--- src/sv/hpq_pkg.sv ---
// Package for the heap priority queue: sizes, entry and channel types, request codes.
`default_nettype none
package hpq_pkg;

    localparam int HEAP_DEPTH = 64;
    localparam int IDX_W      = $clog2(HEAP_DEPTH);
    localparam int CNT_W      = $clog2(HEAP_DEPTH + 1);
    localparam int CH_W       = IDX_W + 2;

    localparam logic REQ_ENQ = 1'b0;
    localparam logic REQ_DEQ = 1'b1;

    typedef struct packed {
        logic [7:0]  prio;
        logic [15:0] job;
        logic [15:0] pages;
    } t_entry;

    localparam int ENTRY_W = $bits(t_entry);

    typedef struct packed {
        logic        req_type;
        logic [7:0]  priority_req;
        logic [15:0] job_number;
        logic [15:0] page_count;
    } t_req;

    typedef struct packed {
        logic             top_valid;
        logic [7:0]       top_priority;
        logic [15:0]      top_job_number;
        logic [15:0]      top_page_count;
        logic [CNT_W-1:0] entry_count;
        logic             dropped;
    } t_rsp;

    typedef struct packed {
        logic             we;
        logic [IDX_W-1:0] waddr;
        t_entry           wdata;
        logic             re;
        logic [IDX_W-1:0] raddr;
    } t_ram_cmd;

endpackage
`default_nettype wire

--- src/sv/hpq_ram.sv ---
// Generic single-write, single-read RAM with registered read data.
`default_nettype none
module hpq_ram #(
    parameter int WIDTH = 40,
    parameter int DEPTH = 64
) (
    input  wire logic                     i_clk,
    input  wire logic                     i_we,
    input  wire logic [$clog2(DEPTH)-1:0] i_waddr,
    input  wire logic [WIDTH-1:0]         i_wdata,
    input  wire logic                     i_re,
    input  wire logic [$clog2(DEPTH)-1:0] i_raddr,
    output logic      [WIDTH-1:0]         o_rdata
);

    logic [WIDTH-1:0] r_mem [DEPTH];

    always_ff @(posedge i_clk) begin
        if (i_we) begin
            r_mem[i_waddr] <= i_wdata;
        end
        if (i_re) begin
            o_rdata <= r_mem[i_raddr];
        end
    end

endmodule
`default_nettype wire

--- src/sv/hpq_sift.sv ---
// Sift engine: walks the heap in memory one level at a time, holding the moving entry.
`default_nettype none
module hpq_sift
    import hpq_pkg::*;
(
    input  wire logic     i_clk,
    input  wire logic     i_rst_n,
    input  wire logic     i_start,
    input  wire t_req     i_req,
    output logic          o_idle,
    output logic          o_done,
    input  wire logic     i_take,
    output t_rsp          o_rsp,
    output t_ram_cmd      o_ram,
    input  wire t_entry   i_rdata
);

    localparam logic [3:0] ST_IDLE    = 4'd0;
    localparam logic [3:0] ST_UP_CHK  = 4'd1;
    localparam logic [3:0] ST_UP_CMP  = 4'd2;
    localparam logic [3:0] ST_DN_LAST = 4'd3;
    localparam logic [3:0] ST_DN_CHK  = 4'd4;
    localparam logic [3:0] ST_DN_L    = 4'd5;
    localparam logic [3:0] ST_DN_R    = 4'd6;
    localparam logic [3:0] ST_FIN     = 4'd7;

    logic [3:0]       r_state, n_state;
    logic [CNT_W-1:0] r_cnt, n_cnt;
    logic [IDX_W-1:0] r_hole, n_hole;
    t_entry           r_mov, n_mov;
    t_entry           r_left, n_left;
    t_entry           r_top, n_top;
    logic             r_drop, n_drop;

    logic [CH_W-1:0]  w_lchild, w_rchild, w_cnt_ext;
    logic [IDX_W-1:0] w_parent;
    logic             w_full, w_left_take;
    logic [7:0]       w_best_prio;
    t_entry           w_new;

    assign w_lchild    = {1'b0, r_hole, 1'b1};
    assign w_rchild    = w_lchild + CH_W'(1);
    assign w_cnt_ext   = CH_W'(r_cnt);
    assign w_parent    = (r_hole - IDX_W'(1)) >> 1;
    assign w_full      = (r_cnt == CNT_W'(HEAP_DEPTH));
    assign w_left_take = (r_left.prio > r_mov.prio);
    assign w_best_prio = w_left_take ? r_left.prio : r_mov.prio;
    assign w_new       = '{prio: i_req.priority_req, job: i_req.job_number,
                           pages: i_req.page_count};

    always_comb begin
        n_state = r_state;
        n_cnt   = r_cnt;
        n_hole  = r_hole;
        n_mov   = r_mov;
        n_left  = r_left;
        n_top   = r_top;
        n_drop  = r_drop;
        o_ram   = '{we: 1'b0, waddr: r_hole, wdata: r_mov, re: 1'b0, raddr: w_parent};

        unique case (r_state)
            ST_IDLE: begin
                if (i_start) begin
                    n_drop = 1'b0;
                    if (i_req.req_type == REQ_ENQ) begin
                        if (w_full) begin
                            n_drop  = 1'b1;
                            n_state = ST_FIN;
                        end else begin
                            n_mov   = w_new;
                            n_hole  = r_cnt[IDX_W-1:0];
                            n_cnt   = r_cnt + CNT_W'(1);
                            n_state = ST_UP_CHK;
                        end
                    end else if (r_cnt == '0) begin
                        n_state = ST_FIN;
                    end else begin
                        n_cnt = r_cnt - CNT_W'(1);
                        if (r_cnt == CNT_W'(1)) begin
                            n_state = ST_FIN;
                        end else begin
                            // fetch the last entry; it becomes the mover from the root
                            o_ram.re    = 1'b1;
                            o_ram.raddr = n_cnt[IDX_W-1:0];
                            n_state     = ST_DN_LAST;
                        end
                    end
                end
            end
            ST_UP_CHK: begin
                if (r_hole == '0) begin
                    o_ram.we = 1'b1;
                    n_state  = ST_FIN;
                end else begin
                    o_ram.re = 1'b1;
                    n_state  = ST_UP_CMP;
                end
            end
            ST_UP_CMP: begin
                if (i_rdata.prio < r_mov.prio) begin
                    o_ram.we    = 1'b1;
                    o_ram.wdata = i_rdata;
                    n_hole      = w_parent;
                    n_state     = ST_UP_CHK;
                end else begin
                    o_ram.we = 1'b1;
                    n_state  = ST_FIN;
                end
            end
            ST_DN_LAST: begin
                n_mov   = i_rdata;
                n_hole  = '0;
                n_state = ST_DN_CHK;
            end
            ST_DN_CHK: begin
                if (w_lchild >= w_cnt_ext) begin
                    o_ram.we = 1'b1;
                    n_state  = ST_FIN;
                end else begin
                    o_ram.re    = 1'b1;
                    o_ram.raddr = w_lchild[IDX_W-1:0];
                    n_state     = ST_DN_L;
                end
            end
            ST_DN_L: begin
                n_left = i_rdata;
                if (w_rchild < w_cnt_ext) begin
                    o_ram.re    = 1'b1;
                    o_ram.raddr = w_rchild[IDX_W-1:0];
                    n_state     = ST_DN_R;
                end else if (i_rdata.prio > r_mov.prio) begin
                    o_ram.we    = 1'b1;
                    o_ram.wdata = i_rdata;
                    n_hole      = w_lchild[IDX_W-1:0];
                    n_state     = ST_DN_CHK;
                end else begin
                    o_ram.we = 1'b1;
                    n_state  = ST_FIN;
                end
            end
            ST_DN_R: begin
                // right wins only when strictly above the left/mover winner
                if (i_rdata.prio > w_best_prio) begin
                    o_ram.we    = 1'b1;
                    o_ram.wdata = i_rdata;
                    n_hole      = w_rchild[IDX_W-1:0];
                    n_state     = ST_DN_CHK;
                end else if (w_left_take) begin
                    o_ram.we    = 1'b1;
                    o_ram.wdata = r_left;
                    n_hole      = w_lchild[IDX_W-1:0];
                    n_state     = ST_DN_CHK;
                end else begin
                    o_ram.we = 1'b1;
                    n_state  = ST_FIN;
                end
            end
            ST_FIN: begin
                if (i_take) begin
                    n_state = ST_IDLE;
                end
            end
            default: begin
                n_state = ST_IDLE;
            end
        endcase

        // shadow the root so the top needs no extra read
        if (o_ram.we && (o_ram.waddr == '0)) begin
            n_top = o_ram.wdata;
        end
    end

    always_ff @(posedge i_clk) begin
        if (!i_rst_n) begin
            r_state <= ST_IDLE;
            r_cnt   <= '0;
            r_drop  <= 1'b0;
        end else begin
            r_state <= n_state;
            r_cnt   <= n_cnt;
            r_drop  <= n_drop;
        end
        r_hole <= n_hole;
        r_mov  <= n_mov;
        r_left <= n_left;
        r_top  <= n_top;
    end

    assign o_idle = (r_state == ST_IDLE);
    assign o_done = (r_state == ST_FIN);

    always_comb begin
        o_rsp.top_valid      = (r_cnt != '0);
        o_rsp.top_priority   = o_rsp.top_valid ? r_top.prio  : '0;
        o_rsp.top_job_number = o_rsp.top_valid ? r_top.job   : '0;
        o_rsp.top_page_count = o_rsp.top_valid ? r_top.pages : '0;
        o_rsp.entry_count    = r_cnt;
        o_rsp.dropped        = r_drop;
    end

endmodule
`default_nettype wire

--- src/sv/binary_max_heap_priority_queue_unit.sv ---
// Top level of the heap priority queue: input handshake, sift engine, heap RAM, result register.
// Enqueue sifts the new entry up one level at a time; dequeue moves the last entry to the root and
// sifts it down. A refused enqueue, or a dequeue that finds the heap empty or empties it, goes
// straight to the result without touching the RAM.
// Throughput: one item at a time; input is ready again in the cycle after the result loads.
// Reset (i_rst_n, synchronous, active low) empties the queue; the RAM is not cleared.
`default_nettype none
module binary_max_heap_priority_queue_unit
    import hpq_pkg::*;
(
    input  wire logic i_clk,
    input  wire logic i_rst_n,
    input  wire logic i_in_valid,
    output logic      o_in_ready,
    input  wire t_req i_in_data,
    output logic      o_out_valid,
    input  wire logic i_out_ready,
    output t_rsp      o_out_data
);

    t_ram_cmd w_ram;
    t_entry   w_rdata;
    t_rsp     w_rsp;
    logic     w_idle, w_done, w_take;
    logic     r_out_valid;
    t_rsp     r_out_data;

    // The result register can load when it is empty or its item transfers this cycle.
    assign w_take = !r_out_valid || i_out_ready;

    // Take a new item only while the sift engine is idle.
    assign o_in_ready = w_idle;

    hpq_sift u_sift (
        .i_clk   (i_clk),
        .i_rst_n (i_rst_n),
        .i_start (i_in_valid && w_idle),
        .i_req   (i_in_data),
        .o_idle  (w_idle),
        .o_done  (w_done),
        .i_take  (w_take),
        .o_rsp   (w_rsp),
        .o_ram   (w_ram),
        .i_rdata (w_rdata)
    );

    hpq_ram #(
        .WIDTH (ENTRY_W),
        .DEPTH (HEAP_DEPTH)
    ) u_ram (
        .i_clk   (i_clk),
        .i_we    (w_ram.we),
        .i_waddr (w_ram.waddr),
        .i_wdata (w_ram.wdata),
        .i_re    (w_ram.re),
        .i_raddr (w_ram.raddr),
        .o_rdata (w_rdata)
    );

    // Hold the finished result until the consumer takes it; advance on each transfer.
    always_ff @(posedge i_clk) begin
        if (!i_rst_n) begin
            r_out_valid <= 1'b0;
        end else if (w_done && w_take) begin
            r_out_valid <= 1'b1;
        end else if (i_out_ready) begin
            r_out_valid <= 1'b0;
        end
        if (w_done && w_take) begin
            r_out_data <= w_rsp;
        end
    end

    assign o_out_valid = r_out_valid;
    assign o_out_data  = r_out_data;

endmodule
`default_nettype wire
--- config.mk ---
export PLATFORM = sky130hd
export DESIGN_NAME = binary_max_heap_priority_queue_unit
export DESIGN_NICKNAME = d
export VERILOG_FILES = /design/src/sv/hpq_pkg.sv /design/src/sv/hpq_ram.sv /design/src/sv/hpq_sift.sv /design/src/sv/binary_max_heap_priority_queue_unit.sv
export SDC_FILE = /design/constraint.sdc
export NUM_CORES = 2
export LEC_CHECK = 0
export BUFFER_PORTS_ARGS = -buffer_cell sky130_fd_sc_hd__buf_2
export CAP_MARGIN = 0
export CORE_MARGIN = 2
export CORE_UTILIZATION = 50
export DETAILED_ROUTE_END_ITERATION = 10
export GPL_ROUTABILITY_DRIVEN = 0
export HOLD_SLACK_MARGIN = 0.05
export PLACE_DENSITY = 0.62
export RECOVER_POWER = 50
export SLEW_MARGIN = 20
export SYNTH_ARGS = -nofsm -noshare
export SYNTH_HDL_FRONTEND = slang
export SYNTH_HIERARCHICAL = 1
export SYNTH_SLANG_ARGS = --single-unit
--- constraint.sdc ---
create_clock -name i_clk -period 18.4 [get_ports i_clk]
set_input_delay 0.92 -clock i_clk [delete_from_list [all_inputs] [get_ports i_clk]]
set_output_delay 0.92 -clock i_clk [all_outputs]
set_load 0.02 [all_outputs]
==> flow_summary.yaml <==
grt:
  grt_pass1_wl_um: 404000
  antenna_found_initial: 5
  grt_max_degree: 120
  grtUsageTotal_pct: 26.2
  grt_pass1_vias: 53300
  grt-ovfl-total: 0
drt:
  drt_wl_total_um: 288000
  ant_nets: 0
  routed_via_density: 6.55
  routedWlPerCell_um: 34.6
  dr.pass1.iters: 6
  drc: 0
  num_vias: 54400
  drt_iter0_drc: 7488
yosys:
  syn_area_per_cell_sq_um: 21.6
  syn_nets: 5076
  ys_types: 73
  synth_common_cells: "edfxtp_1 (2775), mux4_2 (608), o22ai_1 (147)"
  yosysMostFrequentCell: "edfxtp_1"
  postSynth.asyncResetShare_pct: 0
  yosys_warnings: 6
  synth_flop_cell: "edfxtp_1"
  yosys.area.top_type: "edfxtp_1"
  yosys-top-cells-area: "edfxtp_1 (77%), mux4_2 (13%), mux2i_1 (1.2%), o22ai_1 (0.85%), mux2_2 (0.80%)"
  synth-seq-cells: 2787
  synth_enable_flop_cells: 2775
  synth_top_area_share_pct: 77.3
  ys_seq_area_share_pct: 77.6
  synthCells: 4990
  netlist_area_sq_um: 108000
layout:
  ff_latch_area_sq_um: 83600
  area_delta_synth_final_pct: 11.9
  drive_gt1_share_pct: 23.8
  nFillCells: 15900
  fin_area_sq_um: 121000
  final_cells: 8314
  multi_input_area_sq_um: 23100
  final_nets: 5356
die:
  start_util_pct: 50.3
  dieArea_sq_um: 219000
  die_x_um: 468
  ios: 96
  rows: 170
  coreArea_sq_um: 214000
  chipHeight_um: 468
setup_path:
  required_ps: 18770
  cp-start-kind: "flop"
  reg2reg_slack_ps: 8510
  cp_max_fo: 65
  reg2regPathDepth: 15
  endpoint_kind: "flop"
  worstPathArrival_ps: 10260
  critical_path_class: "flop to flop"
clock_network:
  clockRootBuffer: "clkbuf_16"
  cts_made_buffers: 294
  htreeDepth: 5
  cts.path.max_buffers: 4
  clock_sinks: 2787
  clk_latency_ps: 920
  post_cts_buffers: 0
  ctsHoldBuffers: 0
  cts.repair.resized: 0
  cts_tree: "done"
  clk_pin_slew_ps: 60
placement:
  io_buffers: 95
  pre_cts_slack_ps: 10530
  dpl.hpwl_um: 154000
  post_dp_cell_area_sq_um: 112000
  dp_cells: 7811
sta:
  finalSetupTns_ps: 0
  timing.final.crit_share_pct: 53.7
  max-slew-margin-rel_pct: -206
  hold_violations: 0
  min_period_ps: 9890
  fmax_mhz: 101
  drv_slew: 2730
  worstMarginPinSlew_ps: 4580
  fin_skew_ps: 60.3
  finalSetupViolations: 0
  grt_setup_unrepaired: "no"
  fin_ws_ps: 8510
worst_hold_path:
  min_path_type: "input port to flop"
  min_path_cells: 2
flow_run:
  cap_violations: 75
run_status:
  outcome: "finished, violations left"
  violations: "capacitance limit, slew limit"
## cell type report
class | instances | area share, %
diodes | 4 | 0.00830
clock buffers | 366 | 6.48
clock inverters | 132 | 0.755
inverters | 29 | 0.0903
multi-input cells | 1889 | 19.1
flip-flops and latches | 2787 | 69.3
well taps | 2838 | 2.94
repair buffers | 269 | 1.30
## final timing paths
| check | startpoint | end |
|---|---|---|
| hold reg to reg | u_sift/r_drop | o_out_data[0] |
| setup / recovery | u_sift/r_mov[33] | u_ram/r_mem[38][31] |
| setup reg to reg | u_sift/r_mov[33] | u_ram/r_mem[38][31] |
| hold / removal | i_in_data[12] | u_sift/r_mov[12] |
## registers in the layout, summed over array words and instances (netlist names), 3 cells and up
name / flops
u_sift/r_cnt: 7
u_sift/r_top: 40
u_sift/r_hole: 6
u_sift/r_left: 40
u_sift/r_state: 3
u_sift/r_mov: 40
u_ram/o_rdata: 40
o_out_data: 49
u_ram/r_mem: 2560
## cell usage in the layout, fill, tap and decap left out, drive strengths merged, types with 6 or more instances in the layout
cell and instances:
edfxtp 2775, mux4 608, clkbuf 477, buf 158
o22ai 147, nor2 140, a21oi 130, mux2i 124
nand2 122, clkinv 109, mux2 77, nor2b 59
o21ai 50, o221ai 45, ha 41, a221o 40
a221oi 39, nor4 35, inv 32, o22a 26
a22oi 18, nand3 18, a22o 16, nor3 16
nand2b 14, bufinv 12, dfxtp 12, o21a 11
a211oi 11, xnor2 10, or3 9, and3 9
clkinvlp 8, nand4 7, o211ai 6, xor2 6
a21o 6, or2 6, and2 6
## stage by stage
step | util, % | hold WS (ps)
4_1_cts | 56.5 | 279
6_report | 56.2 | 331
2_1_floorplan | - | 406
3_5_place_dp | 52.4 | 437
5_1_grt | 56.2 | 299
3_3_place_gp | 52.3 | 424
## critical path: stages, from the launching register on
cell      delay, ps
edfxtp_1        360
inv_1            80
ha_1            300
nor2b_1         140
o211ai_1        100
a21oi_1         300
o31a_1         1020
clkbuf_1       1300
mux2i_1         270
ha_1            360
nand4_1         200
a21oi_1         220
a41o_1          390
or3_1           440
clkbuf_1       1880
a221o_1        1890
## routing by layer
metal / track usage (%) / up-vias / part of all wire, %
met5: 0 / - / 0.0045
met4: 8.59 / 2 / 3.6
met3: 3.93 / 509 / 8.4
met2: 41.2 / 2830 / 48
met1: 38.1 / 29400 / 40
li1: - / 21700 / -
## cells by family after synthesis
family	count (synthesis)	share of synthesized area, %
flip-flops	2787	77.6
multiplexers	809	14.7
AO/OA/AOI/OAI	571	3.67
AND/OR/NAND/NOR	452	2.02
buffers and inverters	314	1.47
adder cells (fa/ha/maj)	41	0.476
XOR/XNOR	16	0.130
Power is left out: the tool's default activity adds up to more than one toggle a clock period on the data nets, which glitch-free logic cannot reach.
